`src/sv/itrle_pkg.sv`:
```
// ----------------------------------------------------------------------------
// itrle_pkg - shared types and constants
// Field widths, register codes, run record type and symbol extraction for
// the interlaced two-bit RLE decoder.
// ----------------------------------------------------------------------------
`default_nettype none

package itrle_pkg;

   // Field widths
   localparam int unsigned DIM_W    = 10;
   localparam int unsigned ROW_W    = DIM_W + 1;
   localparam int unsigned BYTE_W   = 8;
   localparam int unsigned SYM_W    = 2;
   localparam int unsigned LEN_W    = 3;
   localparam int unsigned ADDR_W   = 3;
   localparam int unsigned DATA_W   = 32;

   // Largest bitmap dimension; register values above it are clamped
   localparam int unsigned MAX_DIMENSION = 1023;
   localparam logic [DIM_W-1:0] DIM_LIMIT =
      (MAX_DIMENSION > 1023) ? {DIM_W{1'b1}} : DIM_W'(MAX_DIMENSION);

   // Rows advance by two: one field covers every other row
   localparam logic [ROW_W-1:0] ROW_STEP = ROW_W'(2);

   // Configuration register codes (word index within the register map)
   typedef enum logic [0:0] {
      REG_IMAGE_WIDTH  = 1'b0,
      REG_IMAGE_HEIGHT = 1'b1
   } reg_index_type;

   // Configuration as seen by the decoder
   typedef struct packed {
      logic [DIM_W-1:0] image_width;
      logic [DIM_W-1:0] image_height;
   } cfg_type;

   // One run record
   typedef struct packed {
      logic [DIM_W-1:0] pixel_row;
      logic [DIM_W-1:0] pixel_column;
      logic [SYM_W-1:0] color_index;
      logic [LEN_W-1:0] run_length;
      logic             last_of_byte;
   } run_type;

   // Decoder to output stage: a run to load and its strobe
   typedef struct packed {
      logic    emit;
      run_type run;
   } step_type;

   // Symbol at position pos of a byte, most significant first
   function automatic logic [SYM_W-1:0] get_symbol(input logic [BYTE_W-1:0] b,
                                                   input logic [1:0] pos);
      logic [SYM_W-1:0] sym;
      case (pos)
         2'd0:    sym = b[7:6];
         2'd1:    sym = b[5:4];
         2'd2:    sym = b[3:2];
         default: sym = b[1:0];
      endcase
      return sym;
   endfunction

endpackage

`default_nettype wire

```
`src/sv/itrle_if.sv`:
```
// ----------------------------------------------------------------------------
// itrle_if - stream channels of the decoder
// Request channel carrying compressed bytes and response channel carrying
// run records, each with valid/ready handshake.
// ----------------------------------------------------------------------------
`default_nettype none

interface itrle_req_if;
   logic       valid;
   logic       ready;
   logic [7:0] data_byte;
   logic       begin_field;
   logic       field_index;

   modport source (output valid, output data_byte, output begin_field,
                   output field_index, input ready);
   modport sink   (input valid, input data_byte, input begin_field,
                   input field_index, output ready);
endinterface

interface itrle_rsp_if;
   logic       valid;
   logic       ready;
   logic [9:0] pixel_row;
   logic [9:0] pixel_column;
   logic [1:0] color_index;
   logic [2:0] run_length;
   logic       last_of_byte;

   modport source (output valid, output pixel_row, output pixel_column,
                   output color_index, output run_length, output last_of_byte,
                   input ready);
   modport sink   (input valid, input pixel_row, input pixel_column,
                   input color_index, input run_length, input last_of_byte,
                   output ready);
endinterface

`default_nettype wire

```
`src/sv/itrle_csr.sv`:
```
// ----------------------------------------------------------------------------
// itrle_csr - configuration registers
// APB-style register port holding bitmap width and height.
// ----------------------------------------------------------------------------
`default_nettype none

module itrle_csr
   import itrle_pkg::*;
(
   input  wire logic              clock,
   input  wire logic              reset,
   input  wire logic              psel,
   input  wire logic              penable,
   input  wire logic              pwrite,
   input  wire logic [ADDR_W-1:0] paddr,
   input  wire logic [DATA_W-1:0] pwdata,
   output logic      [DATA_W-1:0] prdata,
   output logic                   pready,
   output cfg_type                cfg
);

   logic [DIM_W-1:0] width_ff, width_in;
   logic [DIM_W-1:0] height_ff, height_in;
   logic             wr_en;
   reg_index_type    reg_sel;

   assign pready  = 1'b1;
   assign wr_en   = psel && penable && pwrite;
   assign reg_sel = reg_index_type'(paddr[2]);

   // Decode write
   always_comb begin
      width_in  = width_ff;
      height_in = height_ff;
      if (wr_en) begin
         unique case (reg_sel)
            REG_IMAGE_WIDTH:  width_in  = pwdata[DIM_W-1:0];
            REG_IMAGE_HEIGHT: height_in = pwdata[DIM_W-1:0];
            default: begin
               width_in  = width_ff;
               height_in = height_ff;
            end
         endcase
      end
   end

   // Read back
   always_comb begin
      unique case (reg_sel)
         REG_IMAGE_WIDTH:  prdata = DATA_W'(width_ff);
         REG_IMAGE_HEIGHT: prdata = DATA_W'(height_ff);
         default:          prdata = '0;
      endcase
   end

   always_ff @(posedge clock) begin
      if (reset) begin
         width_ff  <= '0;
         height_ff <= '0;
      end else begin
         width_ff  <= width_in;
         height_ff <= height_in;
      end
   end

   // Clamp to the supported bitmap size
   assign cfg.image_width  = (width_ff > DIM_LIMIT) ? DIM_LIMIT : width_ff;
   assign cfg.image_height = (height_ff > DIM_LIMIT) ? DIM_LIMIT : height_ff;

endmodule

`default_nettype wire

```
`src/sv/itrle_decode.sv`:
```
// ----------------------------------------------------------------------------
// itrle_decode - byte register and run decoder
// Holds the current byte and the raster position, and decodes one run per
// cycle from the held byte while the output stage is free.
// ----------------------------------------------------------------------------
`default_nettype none

module itrle_decode
   import itrle_pkg::*;
(
   input  wire logic              clock,
   input  wire logic              reset,
   input  wire cfg_type           cfg,
   input  wire logic              in_valid,
   output logic                   in_ready,
   input  wire logic [BYTE_W-1:0] in_data_byte,
   input  wire logic              in_begin_field,
   input  wire logic              in_field_index,
   input  wire logic              out_free,
   output step_type               step
);

   // Held byte
   logic              hold_valid_ff, hold_valid_in;
   logic [BYTE_W-1:0] hold_byte_ff, hold_byte_in;
   logic [1:0]        hold_pos_ff, hold_pos_in;
   logic              hold_begin_ff, hold_begin_in;
   logic              hold_field_ff, hold_field_in;

   // Raster state
   logic [ROW_W-1:0]  row_ff, row_in;
   logic [DIM_W-1:0]  col_ff, col_in;
   logic              pending_ff, pending_in;
   logic              active_ff, active_in;

   // Decode temporaries
   logic              go;
   logic              done;
   logic [ROW_W-1:0]  eff_row;
   logic [DIM_W-1:0]  eff_col;
   logic              eff_pending;
   logic              eff_active;
   logic [SYM_W-1:0]  sym0, sym1, sym_last;
   logic [SYM_W-1:0]  color;
   logic [SYM_W-1:0]  count;
   logic              take_run;
   logic [2:0]        consume;
   logic [LEN_W-1:0]  len_raw, len;
   logic [DIM_W-1:0]  room;
   logic [ROW_W-1:0]  col_sum;
   logic [ROW_W-1:0]  row_next;
   logic [2:0]        pos_next;
   logic [1:0]        pos_step;
   logic              last;

   // Field start takes effect before the byte is decoded
   always_comb begin
      eff_row     = hold_begin_ff ? ROW_W'(hold_field_ff) : row_ff;
      eff_col     = hold_begin_ff ? '0 : col_ff;
      eff_pending = hold_begin_ff ? 1'b0 : pending_ff;
      eff_active  = hold_begin_ff ? 1'b1 : active_ff;
   end

   assign go       = hold_valid_ff && out_free;
   assign sym0     = get_symbol(hold_byte_ff, hold_pos_ff);
   assign sym1     = get_symbol(hold_byte_ff, hold_pos_ff + 2'd1);
   assign sym_last = get_symbol(hold_byte_ff, 2'd3);
   assign room     = (eff_col < cfg.image_width) ? (cfg.image_width - eff_col)
                                                 : DIM_W'(1);
   assign row_next = eff_row + ROW_STEP;

   // Decode at most one run: a pending count, a single pixel, or zero plus count
   always_comb begin
      row_in        = row_ff;
      col_in        = col_ff;
      pending_in    = pending_ff;
      active_in     = active_ff;
      pos_step      = hold_pos_ff;
      done          = 1'b0;
      take_run      = 1'b0;
      color         = '0;
      count         = '0;
      consume       = 3'd1;
      len_raw       = '0;
      len           = '0;
      col_sum       = '0;
      pos_next      = '0;
      last          = 1'b0;
      if (go) begin
         row_in        = eff_row;
         col_in        = eff_col;
         pending_in    = eff_pending;
         active_in     = eff_active;
         if (cfg.image_width == '0) begin
            done = 1'b1;
         end else if (!eff_active || (eff_row >= ROW_W'(cfg.image_height))) begin
            active_in = 1'b0;
            done      = 1'b1;
         end else if (eff_pending) begin
            take_run = 1'b1;
            count    = sym0;
         end else if (sym0 != '0) begin
            take_run = 1'b1;
            color    = sym0;
         end else if (hold_pos_ff == 2'd3) begin
            // zero at byte end: its count comes with the next byte
            pending_in = 1'b1;
            done       = 1'b1;
         end else begin
            take_run = 1'b1;
            count    = sym1;
            consume  = 3'd2;
         end

         if (take_run) begin
            pending_in = 1'b0;
            len_raw    = LEN_W'(count) + LEN_W'(1);
            len        = (DIM_W'(len_raw) > room) ? room[LEN_W-1:0] : len_raw;
            col_sum    = ROW_W'(eff_col) + ROW_W'(len);
            pos_next   = 3'(hold_pos_ff) + consume;
            if (col_sum >= ROW_W'(cfg.image_width)) begin
               // row complete: drop the rest of the byte
               col_in    = '0;
               row_in    = row_next;
               active_in = row_next < ROW_W'(cfg.image_height);
               done      = 1'b1;
               last      = 1'b1;
            end else begin
               col_in = col_sum[DIM_W-1:0];
               if (pos_next == 3'd4) begin
                  done = 1'b1;
                  last = 1'b1;
               end else if ((pos_next == 3'd3) && (sym_last == '0)) begin
                  // lone trailing zero: leave its count pending
                  pending_in = 1'b1;
                  done       = 1'b1;
                  last       = 1'b1;
               end else begin
                  pos_step = pos_next[1:0];
               end
            end
         end
      end
   end

   // Take a new byte once the held one is finished
   assign in_ready = !hold_valid_ff || (go && done);

   always_comb begin
      hold_valid_in = hold_valid_ff;
      hold_byte_in  = hold_byte_ff;
      hold_field_in = hold_field_ff;
      hold_begin_in = go ? 1'b0 : hold_begin_ff;
      hold_pos_in   = pos_step;
      if (in_ready) begin
         hold_valid_in = in_valid;
         hold_byte_in  = in_data_byte;
         hold_field_in = in_field_index;
         hold_begin_in = in_begin_field;
         hold_pos_in   = '0;
      end
   end

   // Run record to the output stage
   always_comb begin
      step.emit             = go && take_run;
      step.run.pixel_row    = eff_row[DIM_W-1:0];
      step.run.pixel_column = eff_col;
      step.run.color_index  = color;
      step.run.run_length   = len;
      step.run.last_of_byte = last;
   end

   always_ff @(posedge clock) begin
      if (reset) begin
         hold_valid_ff <= 1'b0;
         hold_begin_ff <= 1'b0;
         hold_pos_ff   <= '0;
         row_ff        <= '0;
         col_ff        <= '0;
         pending_ff    <= 1'b0;
         active_ff     <= 1'b0;
      end else begin
         hold_valid_ff <= hold_valid_in;
         hold_begin_ff <= hold_begin_in;
         hold_pos_ff   <= hold_pos_in;
         row_ff        <= row_in;
         col_ff        <= col_in;
         pending_ff    <= pending_in;
         active_ff     <= active_in;
      end
   end

   // Payload of the held byte
   always_ff @(posedge clock) begin
      hold_byte_ff  <= hold_byte_in;
      hold_field_ff <= hold_field_in;
   end

endmodule

`default_nettype wire

```
`src/sv/itrle_out.sv`:
```
// ----------------------------------------------------------------------------
// itrle_out - result register
// Holds one run record for the response channel and frees itself when the
// record is taken.
// ----------------------------------------------------------------------------
`default_nettype none

module itrle_out
   import itrle_pkg::*;
(
   input  wire logic     clock,
   input  wire logic     reset,
   input  wire step_type step,
   output logic          out_free,
   output logic          out_valid,
   input  wire logic     out_ready,
   output run_type       out_run
);

   logic    valid_ff, valid_in;
   run_type run_ff, run_in;

   assign out_free = !valid_ff || out_ready;

   // Load a new record when the register is free, else hold
   always_comb begin
      valid_in = valid_ff;
      run_in   = run_ff;
      if (out_free) begin
         valid_in = step.emit;
         if (step.emit) begin
            run_in = step.run;
         end
      end
   end

   always_ff @(posedge clock) begin
      if (reset) begin
         valid_ff <= 1'b0;
      end else begin
         valid_ff <= valid_in;
      end
   end

   always_ff @(posedge clock) begin
      run_ff <= run_in;
   end

   assign out_valid = valid_ff;
   assign out_run   = run_ff;

endmodule

`default_nettype wire

```
`src/sv/interlaced_two_bit_rle_decoder_top.sv`:
```
// ----------------------------------------------------------------------------
// Interlaced two-bit RLE decoder - top level
// Decodes compressed subtitle bytes into run records of row, column, color
// and length for one interlaced field at a time.
// ----------------------------------------------------------------------------
// Usage:
//   req_port carries one compressed byte per transaction, with begin_field
//   and field_index marking the first byte of a field. rsp_port carries one
//   run record per transaction; last_of_byte marks the last run of a byte.
//   Width and height are written over the csr_ port (width at 0x0, height
//   at 0x4) while no byte is in flight.
//   A byte is registered on acceptance; once the response register is free,
//   its first run is decoded from the held byte and loaded into the response
//   register, which drives rsp_port.valid.
//   The decoder emits one run per cycle from the held byte while the response
//   register is free; a byte yields up to four runs, or none. The next byte
//   is accepted in the cycle its predecessor finishes.
//   Reset clears the registers, the raster position and both channels; no
//   field is active until a begin_field byte arrives.
//   When the receiver stalls, the response register holds its record and
//   the decoder waits; a byte already accepted stays registered.
// ----------------------------------------------------------------------------
`default_nettype none

module interlaced_two_bit_rle_decoder_top
   import itrle_pkg::*;
(
   input  wire logic              clock,
   input  wire logic              reset,
   itrle_req_if.sink              req_port,
   itrle_rsp_if.source            rsp_port,
   input  wire logic              csr_psel,
   input  wire logic              csr_penable,
   input  wire logic              csr_pwrite,
   input  wire logic [ADDR_W-1:0] csr_paddr,
   input  wire logic [DATA_W-1:0] csr_pwdata,
   output logic      [DATA_W-1:0] csr_prdata,
   output logic                   csr_pready
);

   cfg_type  cfg;
   step_type step;
   logic     out_free;
   run_type  out_run;

   // Configuration registers
   itrle_csr u_csr (
      .clock   (clock),
      .reset   (reset),
      .psel    (csr_psel),
      .penable (csr_penable),
      .pwrite  (csr_pwrite),
      .paddr   (csr_paddr),
      .pwdata  (csr_pwdata),
      .prdata  (csr_prdata),
      .pready  (csr_pready),
      .cfg     (cfg)
   );

   // Byte register and run decoder
   itrle_decode u_decode (
      .clock          (clock),
      .reset          (reset),
      .cfg            (cfg),
      .in_valid       (req_port.valid),
      .in_ready       (req_port.ready),
      .in_data_byte   (req_port.data_byte),
      .in_begin_field (req_port.begin_field),
      .in_field_index (req_port.field_index),
      .out_free       (out_free),
      .step           (step)
   );

   // Result register
   itrle_out u_out (
      .clock     (clock),
      .reset     (reset),
      .step      (step),
      .out_free  (out_free),
      .out_valid (rsp_port.valid),
      .out_ready (rsp_port.ready),
      .out_run   (out_run)
   );

   assign rsp_port.pixel_row    = out_run.pixel_row;
   assign rsp_port.pixel_column = out_run.pixel_column;
   assign rsp_port.color_index  = out_run.color_index;
   assign rsp_port.run_length   = out_run.run_length;
   assign rsp_port.last_of_byte = out_run.last_of_byte;

endmodule

`default_nettype wire

```
`src/flat_wrapper.sv`:
```
// flat-port wrapper written by rule: the top's interface ports become plain ports
module interlaced_two_bit_rle_decoder_top_flat import itrle_pkg::*;
  (clock, reset, csr_psel, csr_penable, csr_pwrite, csr_paddr, csr_pwdata, csr_prdata, csr_pready, req_port_valid, req_port_data_byte, req_port_begin_field, req_port_field_index, req_port_ready, rsp_port_valid, rsp_port_pixel_row, rsp_port_pixel_column, rsp_port_color_index, rsp_port_run_length, rsp_port_last_of_byte, rsp_port_ready);
  itrle_req_if req_port_i ();
  itrle_rsp_if rsp_port_i ();
  input  wire logic clock;
  input  wire logic reset;
  input  wire logic csr_psel;
  input  wire logic csr_penable;
  input  wire logic csr_pwrite;
  input  wire logic [ADDR_W-1:0] csr_paddr;
  input  wire logic [DATA_W-1:0] csr_pwdata;
  output logic      [DATA_W-1:0] csr_prdata;
  output logic csr_pready;
  input wire logic [$bits(req_port_i.valid)-1:0] req_port_valid;
  input wire logic [$bits(req_port_i.data_byte)-1:0] req_port_data_byte;
  input wire logic [$bits(req_port_i.begin_field)-1:0] req_port_begin_field;
  input wire logic [$bits(req_port_i.field_index)-1:0] req_port_field_index;
  output wire logic [$bits(req_port_i.ready)-1:0] req_port_ready;
  output wire logic [$bits(rsp_port_i.valid)-1:0] rsp_port_valid;
  output wire logic [$bits(rsp_port_i.pixel_row)-1:0] rsp_port_pixel_row;
  output wire logic [$bits(rsp_port_i.pixel_column)-1:0] rsp_port_pixel_column;
  output wire logic [$bits(rsp_port_i.color_index)-1:0] rsp_port_color_index;
  output wire logic [$bits(rsp_port_i.run_length)-1:0] rsp_port_run_length;
  output wire logic [$bits(rsp_port_i.last_of_byte)-1:0] rsp_port_last_of_byte;
  input wire logic [$bits(rsp_port_i.ready)-1:0] rsp_port_ready;
  assign req_port_i.valid = req_port_valid;
  assign req_port_i.data_byte = req_port_data_byte;
  assign req_port_i.begin_field = req_port_begin_field;
  assign req_port_i.field_index = req_port_field_index;
  assign req_port_ready = req_port_i.ready;
  assign rsp_port_valid = rsp_port_i.valid;
  assign rsp_port_pixel_row = rsp_port_i.pixel_row;
  assign rsp_port_pixel_column = rsp_port_i.pixel_column;
  assign rsp_port_color_index = rsp_port_i.color_index;
  assign rsp_port_run_length = rsp_port_i.run_length;
  assign rsp_port_last_of_byte = rsp_port_i.last_of_byte;
  assign rsp_port_i.ready = rsp_port_ready;
  interlaced_two_bit_rle_decoder_top u_core (.clock(clock), .reset(reset), .req_port(req_port_i), .rsp_port(rsp_port_i), .csr_psel(csr_psel), .csr_penable(csr_penable), .csr_pwrite(csr_pwrite), .csr_paddr(csr_paddr), .csr_pwdata(csr_pwdata), .csr_prdata(csr_prdata), .csr_pready(csr_pready));
endmodule
```
`config.mk`:
```
export PLATFORM = sky130hd
export DESIGN_NAME = interlaced_two_bit_rle_decoder_top_flat
export DESIGN_NICKNAME = d
export VERILOG_FILES = /design/src/sv/itrle_pkg.sv /design/src/sv/itrle_if.sv /design/src/sv/itrle_csr.sv /design/src/sv/itrle_decode.sv /design/src/sv/itrle_out.sv /design/src/sv/interlaced_two_bit_rle_decoder_top.sv /design/src/flat_wrapper.sv
export SDC_FILE = /design/constraint.sdc
export NUM_CORES = 1
export LEC_CHECK = 0
export BUFFER_PORTS_ARGS = -buffer_cell sky130_fd_sc_hd__buf_2
export CORE_UTILIZATION = 60
export CTS_CLUSTER_SIZE = 30
export DETAILED_ROUTE_END_ITERATION = 8
export PLACE_DENSITY_LB_ADDON = 0.25
export SETUP_SLACK_MARGIN = 0.02
export SLEW_MARGIN = 25
export SYNTH_ARGS = -nofsm -noshare
export SYNTH_HDL_FRONTEND = slang
export SYNTH_SLANG_ARGS = --single-unit
```
`constraint.sdc`:
```
create_clock -name clock -period 11.8 [get_ports clock]
set_input_delay 1.18 -clock clock [delete_from_list [all_inputs] [get_ports clock]]
set_output_delay 1.18 -clock clock [all_outputs]
set_load 0.01 [all_outputs]
```
==> metrics.txt, run 1 <==
status=finished clean; global-route wire length before repair=~23 mm; Power Dens Cells=91.51 mW/mm2; First DRT Iteration DRCs=~330; Post-Synth Adder-Cell Area=roughly 11%; H-tree depth=3; Area growth syn-to-layout=7.397%; final cycle utilization of the critical path=about nine tenths; Rows=34; most frequent cells in the layout=nand2_1 (93), buf_2 (65), inv_1 (51), dfxtp_1 (48), ha_1 (44); Clock Latency Late Sink=0.37 ns; post-layout min period=between 10 and 15 ns; VDD IR max=about 50 uV; Max Cap Viol=0; synthesized instance count=~660; Post-synth top flop=dfxtp_1; total internal power=~400 uW; Ys Warns=0; number of global-route vias before repair=between 4k and 5k; Netlist Area Pre-Place=around 0.0056 mm2; Post-Place Cells=between 700 and 800; Slew @ Worst Pin=0.8762 ns; Switching Share=between 20% and 30%; largest net degree at the start of global routing=47; max-slew violations=0; drt pass-1 iters=5; DRC viols=0; critical path fanouts, max=16; post-route insts no fill=between 800 and 900; CTS tree=done; Setup-failing EPs final=0; Final HPWL DP=roughly 10 mm; Slew Limit Headroom=41.59%; post-route core utilization=about two thirds; clock sink count=83; Max Fclk=93.91 MHz; worst path bufs/invs=6; EDFF count, synth=35; Root Buffer=clkbuf_8; initial antenna violation count=0; Setup crit start kind=flip-flop; total negative setup slack=0 ns; port bufs=65; post-synthesis mux area share=~1.5%; asr flop ratio synth=0%; most common cell after layout, fill and taps aside=nand2_1; slowest cell delay on critical path=0.69 ns; Setup crit end kind=output port; total gr overflow=0; clock power share=32.3%; CP dominant cell by count=ha_1; IO Count=roughly 110; Synth Area in XOR/XNOR=3.110%; Synth Area per Inst=around 8.6 um2; ANT cells=0; final hold violation count=0; Hold Crit Class=reg -> reg; clock buffer depth=2; total track usage=around 29%; fraction of layout cells with a size suffix above 1=15.58%; critical path type=reg -> out; Initial Util=approximately 63%; simple-gate area share of the yosys netlist=between 20% and 30%; CTS-repair resized insts=0; Core Region=a little under 0.009 mm2; largest family of logic cells by synthesized area=simple AND/OR/NAND/NOR gates; post-layout net count=800; Yosys reg bits=83; Seq pwr share=between 50% and 60%; Placed Area=0.005889 mm2; Die ar.=between 0.009 and 0.01 mm2; post-route ant nets=0; clk slew on worst S/H paths=0.08 ns; P_sw=153.3 uW; CP delay by family, top=compound AO/OA/AOI/OAI gates; Comb pwr share=about 13%; setup bufs post-CTS=0; compound-cell area share of the yosys netlist=roughly 19%; Design Area, Final=just over 0.006 mm2; CP required=10.62 ns; CTS Hold Bufs=0; vias per cell=6.163; die width=between 90 and 100 um; GPL Wtd Cong=about 0.9; clock skew=~0.010 ns; unrepaired setup endpoints after global routing=false; Lkg Pwr=between 2 and 3 nW; Worst Path Arrival=~9.5 ns; number of vias after detailed routing=around 5k; Detailed Route WL=13.97 mm; sequential element share of the synthesized area=a little over a third; Yosys cell types=74; TritonCTS Buffers=9; Crit-path slowest cell=dfxtp_1; routed length per placed instance=17.16 um; die height=98.89 um
-- power groups by stage --
stage	sequential [mW]	clock [mW]	combinational [mW]
finish	0.305	0.179	0.0696
global route	0.306	0.189	0.0766
CTS	0.305	0.179	0.0681
detailed placement	0.312	0	0.0677
global placement	0.312	0	0.0656
floorplan	0.310	0	0.0560
-- per-stage QoR --
step                hold slack, ns  total power [mW]  setup WS (ns)
finish                      0.4753            0.5536          1.151
detailed placement          0.4593            0.3795          1.816
CTS                         0.4755            0.5522          1.391
floorplan                   0.4345            0.3663          3.749
global route                0.5060            0.5712         0.5877
global placement            0.4555            0.3773          2.049
-- worst reg2reg max path, delay by kind of cell (launching register included) --
kind                     cells  cell delay, ns
XOR/XNOR                     1            0.25
adder cells (fa/ha/maj)      5            1.41
flip-flops                   1            0.69
buffers and inverters        5            0.97
AND/OR/NAND/NOR              9            2.18
AO/OA/AOI/OAI               12            3.72
-- cell type report --
class	count	area, um2
sequential	83	2012
tap	108	135.1
timing repair buffer	67	340.3
multi-input combinational	488	3207
clock inverter	6	32.53
fill	727	2841
inverter	52	195.2
clock buffer	10	127.6
-- logic make-up (layout without fill, tap and decap cells) --
kind of cell,Yosys count,count (layout)
multiplexers,6,6
flip-flops,83,83
adder cells (fa/ha/maj),47,47
AO/OA/AOI/OAI,162,162
other,2,23
buffers and inverters,107,135
AND/OR/NAND/NOR,230,230
XOR/XNOR,20,20
-- layer usage --
metal / GRT usage [%] / vias to the layer above / wire length, um
met2: 50.13 / 205 / 6910
met1: 35.44 / 2391 / 5843
met5: 0 / - / 0
met4: 13.09 / 0 / 313
li1: - / 2387 / -
met3: 5.177 / 34 / 898
-- final timing paths --
| path | start | endpoint | slack (ns) | depth (start not counted) |
|---|---|---|---|---|
| min reg2reg | u_core.u_decode.col_ff[9]$_SDFFE_PP0P_ | u_core.u_decode.col_ff[9]$_SDFFE_PP0P_ | 0.48 | 2 |
| min | u_core.u_decode.col_ff[9]$_SDFFE_PP0P_ | u_core.u_decode.col_ff[9]$_SDFFE_PP0P_ | 0.48 | 2 |
| max | u_core.u_decode.hold_begin_ff$_SDFFE_PP0P_ | req_port_ready | 1.15 | 32 |
| max reg2reg | u_core.u_decode.hold_begin_ff$_SDFFE_PP0P_ | u_core.u_decode.hold_begin_ff$_SDFFE_PP0P_ | 2.50 | 32 |
-- state kept, by name, indices dropped and copies added, names as in the netlist, 2 cells and up --
register / count
u_core.u_out.out_run: 26
u_core.u_decode.row_ff: 11
u_core.u_csr.height_ff: 10
u_core.u_csr.width_ff: 10
u_core.u_decode.col_ff: 10
u_core.u_decode.hold_byte_ff: 8
u_core.u_decode.hold_pos_ff: 2
-- synth_stat cells (4+ instances only) --
cell	n	share of area (%)
a211oi_1	12	1.6
a21o_1	6	0.80
a21oi_1	42	3.7
a22o_1	4	0.62
a31o_2	5	0.78
a41oi_1	4	0.62
and3_1	5	0.56
buf_2	4	0.36
buf_4	23	3.1
clkbuf_1	26	1.7
dfxtp_1	48	17
edfxtp_1	35	19
ha_1	44	9.8
inv_1	52	3.5
nand2_1	93	6.2
nand2b_1	10	1.1
nand3_1	23	2.0
nand4_1	9	1.0
nor2_1	33	2.2
nor2b_1	13	1.4
nor3_1	5	0.44
nor4_1	8	0.89
o211a_1	4	0.71
o21a_1	5	0.67
o21ai_0	41	3.6
o32ai_1	6	0.93
or3_1	4	0.44
xnor2_1	16	2.5
xor2_1	4	0.62
(Power assumes the default switching activity.)
==> run 2: changes to the inputs <==
--- a/config.mk
+++ b/config.mk
@@ -6,7 +6,7 @@
 export NUM_CORES = 1
 export LEC_CHECK = 0
 export BUFFER_PORTS_ARGS = -buffer_cell sky130_fd_sc_hd__buf_2
-export CORE_UTILIZATION = 60
+export CORE_UTILIZATION = 56
 export CTS_CLUSTER_SIZE = 30
 export DETAILED_ROUTE_END_ITERATION = 8
 export PLACE_DENSITY_LB_ADDON = 0.25
==> constraint.sdc (replaced) <==
create_clock -name clock -period 10.5 [get_ports clock]
set_input_delay 1.05 -clock clock [delete_from_list [all_inputs] [get_ports clock]]
set_output_delay 1.05 -clock clock [all_outputs]
set_load 0.01 [all_outputs]
==> run 2 against run 1 <==
Net effect: via count shrank 2.8%; clock power grew 46%; global-route usage decreased by 3.3 points; highest routed layer unchanged.
==> metrics.txt, run 2 (same netlist as run 1, synthesis figures left out) <==
Lkg Pwr=2.593 nW (was 2.554 nW); Reg area=0.002012 mm2 (unchanged); Placed Area=0.005928 mm2 (was 0.005889 mm2); CTS tree=done (unchanged); Worst Path Arrival=8.82 ns (was 9.47 ns); Setup crit end kind=output port (unchanged); Power Dens Cells=110.9 mW/mm2 (was 91.51 mW/mm2); total negative setup slack=0 ns (unchanged); VDD IR max=71.32 uV (was 51.36 uV); CP dominant cell by count=ha_1 (unchanged); drt pass-1 iters=5 (unchanged); hold depth=2 (unchanged); status=finished clean (unchanged); post-layout min period=~9.9 ns; largest net degree at the start of global routing=47 (unchanged); H-tree depth=3 (unchanged); Root Buffer=clkbuf_8 (unchanged); Hold Crit Class=reg -> reg (unchanged); Initial Util=57.63% (was 63.35%); clock buffer depth=2 (unchanged); Seq pwr share=50.3% (was 55.1%); max-slew violations=0 (unchanged); Max Fclk=just over 100 MHz; Max Cap Viol=0 (unchanged); reg2reg start=u_core.u_decode.hold_begin_ff$_SDFFE_PP0P_ (unchanged); Core Region=0.009774 mm2 (was 0.008891 mm2); Area growth syn-to-layout=9.307% (was 7.397%); fillcell total=864 (was 727); clock power share=38.4% (was 32.3%); initial antenna violation count=0 (unchanged); clk slew on worst S/H paths=0.09 ns (was 0.08 ns); fraction of layout cells with a size suffix above 1=16.12% (was 15.58%); port bufs=65 (unchanged); number of vias after detailed routing=4877 (was 5017); max reg flops=26 (unchanged); total internal power=508.4 uW (was 400.3 uW); Rows=36 (was 34); most common cell after layout, fill and taps aside=nand2_1 (unchanged); Post-Place Cells=824 (was 798); Design Area, Final=0.006157 mm2 (was 0.006050 mm2); die height=102.3 um (was 98.89 um); GPL Wtd Cong=0.8847 (was 0.8934); Detailed Route WL=13.26 mm (was 13.97 mm); total track usage=25.76% (was 29.07%); TritonCTS Buffers=9 (unchanged); vias per cell=5.806 (was 6.163); Die ar.=0.01046 mm2 (was 0.009779 mm2); clock sink count=83 (unchanged); slowest cell delay on critical path=0.64 ns (was 0.69 ns); IO Count=113 (unchanged); Hold Slack=0.4783 ns (was 0.4753 ns); CP required=9.45 ns (was 10.62 ns); Switching Share=25.52% (was 27.69%); Slew @ Worst Pin=0.8646 ns (was 0.8762 ns); P_sw=174.2 uW (was 153.3 uW); multi-input logic area=0.003209 mm2 (was 0.003207 mm2); Final HPWL DP=10.22 mm (was 10.44 mm); min-delay src=u_core.u_decode.pending_ff$_SDFFE_PP0P_ (was u_core.u_decode.col_ff[9]$_SDFFE_PP0P_); Setup crit start kind=flip-flop (unchanged); setup bufs post-CTS=0 (unchanged); post-route core utilization=62.99% (was 68.04%); number of global-route vias before repair=4394 (was 4821); Clock Latency Late Sink=0.35 ns (was 0.37 ns); Setup-failing EPs final=0 (unchanged); Hold Path Sink=u_core.u_decode.pending_ff$_SDFFE_PP0P_ (was u_core.u_decode.col_ff[9]$_SDFFE_PP0P_); final hold violation count=0 (unchanged); DRC viols=0 (unchanged); post-route insts no fill=840 (was 814); post-layout net count=801 (was 800); critical path fanouts, max=14 (was 16); most frequent cells in the layout=nand2_1 (92), buf_2 (65), inv_1 (51), dfxtp_1 (48), ha_1 (44) (was nand2_1 (93), buf_2 (65), inv_1 (51), dfxtp_1 (48), ha_1 (44)); Slew Limit Headroom=42.36% (was 41.59%); post-route ant nets=0 (unchanged); final cycle utilization of the critical path=94.02%; global-route wire length before repair=20.87 mm (was 22.53 mm); total gr overflow=0 (unchanged); clock skew=0.01281 ns (was 0.01018 ns); unrepaired setup endpoints after global routing=false (unchanged); critical path type=reg -> out (unchanged); First DRT Iteration DRCs=306 (was 329); Reg2Reg Setup Slack=1.84 ns (was 2.50 ns); r2r worst-path depth=33 (was 32); die width=102.3 um (was 98.89 um); Reg-to-Reg End=u_core.u_decode.hold_begin_ff$_SDFFE_PP0P_ (unchanged); ANT cells=0 (unchanged); Comb pwr share=11.4% (was 12.6%); routed length per placed instance=15.79 um (was 17.16 um); Crit-path slowest cell=dfxtp_1 (unchanged)
## run 2: how the worst max path moves through the flow
stage	cells after the start	startpoint	slack (ns)	end
after floorplan	30	u_core.u_decode.hold_begin_ff$_SDFFE_PP0P_	2.58	req_port_ready
after global placement	33	u_core.u_decode.hold_begin_ff$_SDFFE_PP0P_	1.17	req_port_ready
after detailed placement	33	u_core.u_decode.hold_begin_ff$_SDFFE_PP0P_	0.94	req_port_ready
after CTS	33	u_core.u_decode.hold_begin_ff$_SDFFE_PP0P_	0.50	req_port_ready
after global routing	33	u_core.u_decode.hold_begin_ff$_SDFFE_PP0P_	0.09	req_port_ready
final	33	u_core.u_decode.hold_begin_ff$_SDFFE_PP0P_	0.63	req_port_ready
## run 2: routing by layer
metal | global-route usage, % | wire length, um | vias up
li1 | - | - | 2386
met1 | 33.73 | 5917 | 2313
met2 | 42.90 | 6366 | 159
met3 | 4.172 | 690 | 19
met4 | 9.341 | 289 | 0
met5 | 0 | 0 | -
## run 2: critical path, delay by kind of cell, from the launching register on
kind / cells / cell delay, ns
adder cells (fa/ha/maj): 5 / 1.42
AO/OA/AOI/OAI: 11 / 2.98
flip-flops: 1 / 0.64
XOR/XNOR: 1 / 0.18
buffers and inverters: 7 / 1.31
AND/OR/NAND/NOR: 9 / 1.92
## run 2: final cells by class
| cell class | count | area share (%) |
|---|---|---|
| Clock buffer | 11 | 2.296 |
| Clock inverter | 5 | 1.382 |
| Inverter | 52 | 3.170 |
| Multi-Input combinational cell | 488 | 52.12 |
| Sequential cell | 83 | 32.68 |
| Tap cell | 133 | 2.703 |
| Timing Repair Buffer | 68 | 5.649 |
## run 2: stage by stage
step	worst slack, ns	power (mW)
6_report	0.6275	0.6827
5_1_grt	0.09036	0.7052
4_1_cts	0.4966	0.6839
3_5_place_dp	0.9398	0.4266
3_3_place_gp	1.170	0.4248
2_1_floorplan	2.579	0.4116
## run 2: what timing repair did
item	in CTS	in global routing
setup endpoints to repair	0	1
hold endpoints to repair	0	0
hold buffers	0	0
gates resized for setup	0	1
## run 2: power groups by stage
| stage | Clock [mW] | Combinational, mW | Sequential, mW |
|---|---|---|---|
| after floorplan | 0 | 0.0630 | 0.349 |
| after global placement | 0 | 0.0745 | 0.350 |
| after detailed placement | 0 | 0.0761 | 0.351 |
| after CTS | 0.264 | 0.0765 | 0.343 |
| after global routing | 0.276 | 0.0856 | 0.344 |
| final | 0.262 | 0.0775 | 0.343 |
==> run 3: changes to the inputs <==
--- a/config.mk
+++ b/config.mk
@@ -10,6 +10,7 @@
 export CTS_CLUSTER_SIZE = 30
 export DETAILED_ROUTE_END_ITERATION = 8
 export PLACE_DENSITY_LB_ADDON = 0.25
+export RECOVER_POWER = 100
 export SETUP_SLACK_MARGIN = 0.02
 export SLEW_MARGIN = 25
 export SYNTH_ARGS = -nofsm -noshare
==> run 3 against run 2 <==
Net effect: total power decreased by 0.19%; die area is the same; global-route usage is the same; cell area decreased by 1.1%.
==> metrics.txt, run 3 (same netlist as run 1, synthesis figures left out) <==
setup bufs post-CTS=0 (unchanged); critical path type=reg -> out (unchanged); CP dominant cell by count=ha_1 (unchanged); Final HPWL DP=10.22 mm (unchanged); CP required=9.45 ns (about the same); min-delay src=u_core.u_csr.height_ff[7]$_SDFFE_PP0P_ (was u_core.u_decode.pending_ff$_SDFFE_PP0P_); global-route wire length before repair=20.87 mm (unchanged); CTS Hold Bufs=0 (unchanged); status=finished clean (unchanged); clk slew on worst S/H paths=0.08 ns (was 0.09 ns); unrepaired setup endpoints after global routing=false (unchanged); First DRT Iteration DRCs=277 (was 306); post-route core utilization=62.28% (was 62.99%); post-route ant nets=0 (unchanged); DR top layer=met4 (unchanged); total negative setup slack=0 ns (unchanged); CTS tree=done (unchanged); fraction of layout cells with a size suffix above 1=9.901% (was 16.12%); DR WL met3=718 um (was 690 um); routed length per placed instance=15.89 um (was 15.79 um); Reg area=0.002012 mm2 (unchanged); Clock Latency Late Sink=0.36 ns (was 0.35 ns); die width=102.3 um (unchanged); Hold Crit Class=reg -> reg (unchanged); Rows=36 (unchanged); Initial Util=57.63% (unchanged); Max Fclk=101.4 MHz (was 101.3 MHz); clock buffer depth=2 (unchanged); Root Buffer=clkbuf_8 (unchanged); max-slew violations=0 (unchanged); fillcell total=892 (was 864); Metal-1 WL=5.955 mm (was 5.917 mm); final hold violation count=0 (unchanged); clock skew=0.01531 ns (was 0.01281 ns); DRC viols=0 (unchanged); multi-input logic area=0.003188 mm2 (was 0.003209 mm2); Post-Place Setup Slack=0.9398 ns (unchanged); H-tree depth=3 (unchanged); total gr overflow=0 (unchanged); Core Region=0.009774 mm2 (unchanged); Slew Limit Headroom=26.34% (was 42.36%); post-layout min period=9.862 ns (was 9.873 ns); largest net degree at the start of global routing=47 (unchanged); Hold Path Sink=u_core.u_csr.height_ff[7]$_SDFFE_PP0P_ (was u_core.u_decode.pending_ff$_SDFFE_PP0P_); vias per cell=5.823 (was 5.806); clock sink count=83 (unchanged); most common cell after layout, fill and taps aside=nand2_1 (unchanged); Area growth syn-to-layout=8.063% (was 9.307%); Worst Path Arrival=8.81 ns (was 8.82 ns); TritonCTS Buffers=9 (unchanged); number of vias after detailed routing=4891 (was 4877); die height=102.3 um (unchanged); Setup crit start kind=flip-flop (unchanged); Lkg Pwr=2.443 nW (was 2.593 nW); IO Count=113 (unchanged); Slew @ Worst Pin=1.104 ns (was 0.8646 ns); most frequent cells in the layout=nand2_1 (92), inv_1 (52), dfxtp_1 (48), ha_1 (44) (was nand2_1 (92), buf_2 (65), inv_1 (51), dfxtp_1 (48), ha_1 (44)); drt pass-1 iters=5 (unchanged); final cycle utilization of the critical path=93.92% (was 94.02%); slowest cell delay on critical path=0.64 ns (about the same); ANT cells=0 (unchanged); Crit-path slowest cell=dfxtp_1 (unchanged); Reg-to-Reg End=u_core.u_decode.hold_pos_ff[1]$_SDFFE_PP0P_ (was u_core.u_decode.hold_begin_ff$_SDFFE_PP0P_); Max Cap Viol=0 (unchanged); Detailed Route WL=13.35 mm (was 13.26 mm); Reg2Reg Setup Slack=1.76 ns (was 1.84 ns); post-route setup slack=0.6384 ns (was 0.6275 ns); Die ar.=0.01046 mm2 (unchanged); CTS-repair resized insts=0 (unchanged); initial antenna violation count=0 (unchanged); max reg flops=26 (unchanged); GPL Wtd Cong=0.8847 (unchanged); port bufs=65 (unchanged); Power Dens Cells=111.9 mW/mm2 (was 110.9 mW/mm2); reg2reg start=u_core.u_decode.hold_begin_ff$_SDFFE_PP0P_ (unchanged); VDD IR max=71.27 uV (was 71.32 uV); number of global-route vias before repair=4394 (unchanged); Setup crit end kind=output port (unchanged); met2 wire len=6.354 mm (was 6.366 mm); r2r worst-path depth=33 (unchanged); post-layout net count=801 (unchanged); Power Total=681.4 uW (was 682.7 uW); hold depth=2 (unchanged); critical path fanouts, max=14 (unchanged); Setup-failing EPs final=0 (unchanged); total track usage=25.76% (unchanged)
run 3: changes by cell type in the layout (fill, tap and decap cells not counted), sizes merged:
cell    delta
clkbuf    +39
buf       -39
run 3: worst max-delay path by stage:
stage	from	end	slack, ns	cells past startpoint
2_1_floorplan	u_core.u_decode.hold_begin_ff$_SDFFE_PP0P_	req_port_ready	2.58	30
3_3_place_gp	u_core.u_decode.hold_begin_ff$_SDFFE_PP0P_	req_port_ready	1.17	33
3_5_place_dp	u_core.u_decode.hold_begin_ff$_SDFFE_PP0P_	req_port_ready	0.94	33
4_1_cts	u_core.u_decode.hold_begin_ff$_SDFFE_PP0P_	req_port_ready	0.50	33
5_1_grt	u_core.u_decode.hold_begin_ff$_SDFFE_PP0P_	req_port_ready	0.11	33
6_report	u_core.u_decode.hold_begin_ff$_SDFFE_PP0P_	req_port_ready	0.64	33
run 3: through the flow:
| stage | instances | instance area (um2) | hold slack [ns] |
|---|---|---|---|
| final | 840 | 6087 | 0.4846 |
| after detailed placement | 824 | 5928 | 0.4597 |
| after global placement | 824 | 5928 | 0.4540 |
| after global routing | 840 | 6087 | 0.4916 |
| after CTS | 840 | 6155 | 0.4784 |
| after floorplan | 678 | 5712 | 0.4345 |
run 3: cell type report:
type	instances	share of cell area [%]
Timing Repair Buffer	68	4.913
Inverter	52	3.207
Clock inverter	5	1.398
Sequential cell	83	33.05
Multi-Input combinational cell	488	52.37
Clock buffer	11	2.323
Tap cell	133	2.734
run 3: metal layers:
metal	vias to the layer above	global-route usage (%)
met3	23	4.172
met5	-	0
li1	2391	-
met1	2303	33.73
met2	174	42.90
met4	0	9.341
run 3: power by group:
| group | switching [mW] | internal (mW) | total (mW) |
|---|---|---|---|
| sequential | 0.00443 | 0.339 | 0.343 |
| clock | 0.119 | 0.142 | 0.261 |
| combinational | 0.0495 | 0.0274 | 0.0769 |
run 3: worst max-delay path: cells and delay by family (launching register included):
family | cells | cell delay (ns)
flip-flops | 1 | 0.64
AND/OR/NAND/NOR | 9 | 1.93
adder cells (fa/ha/maj) | 5 | 1.42
AO/OA/AOI/OAI | 11 | 3.02
buffers and inverters | 7 | 1.26
XOR/XNOR | 1 | 0.18
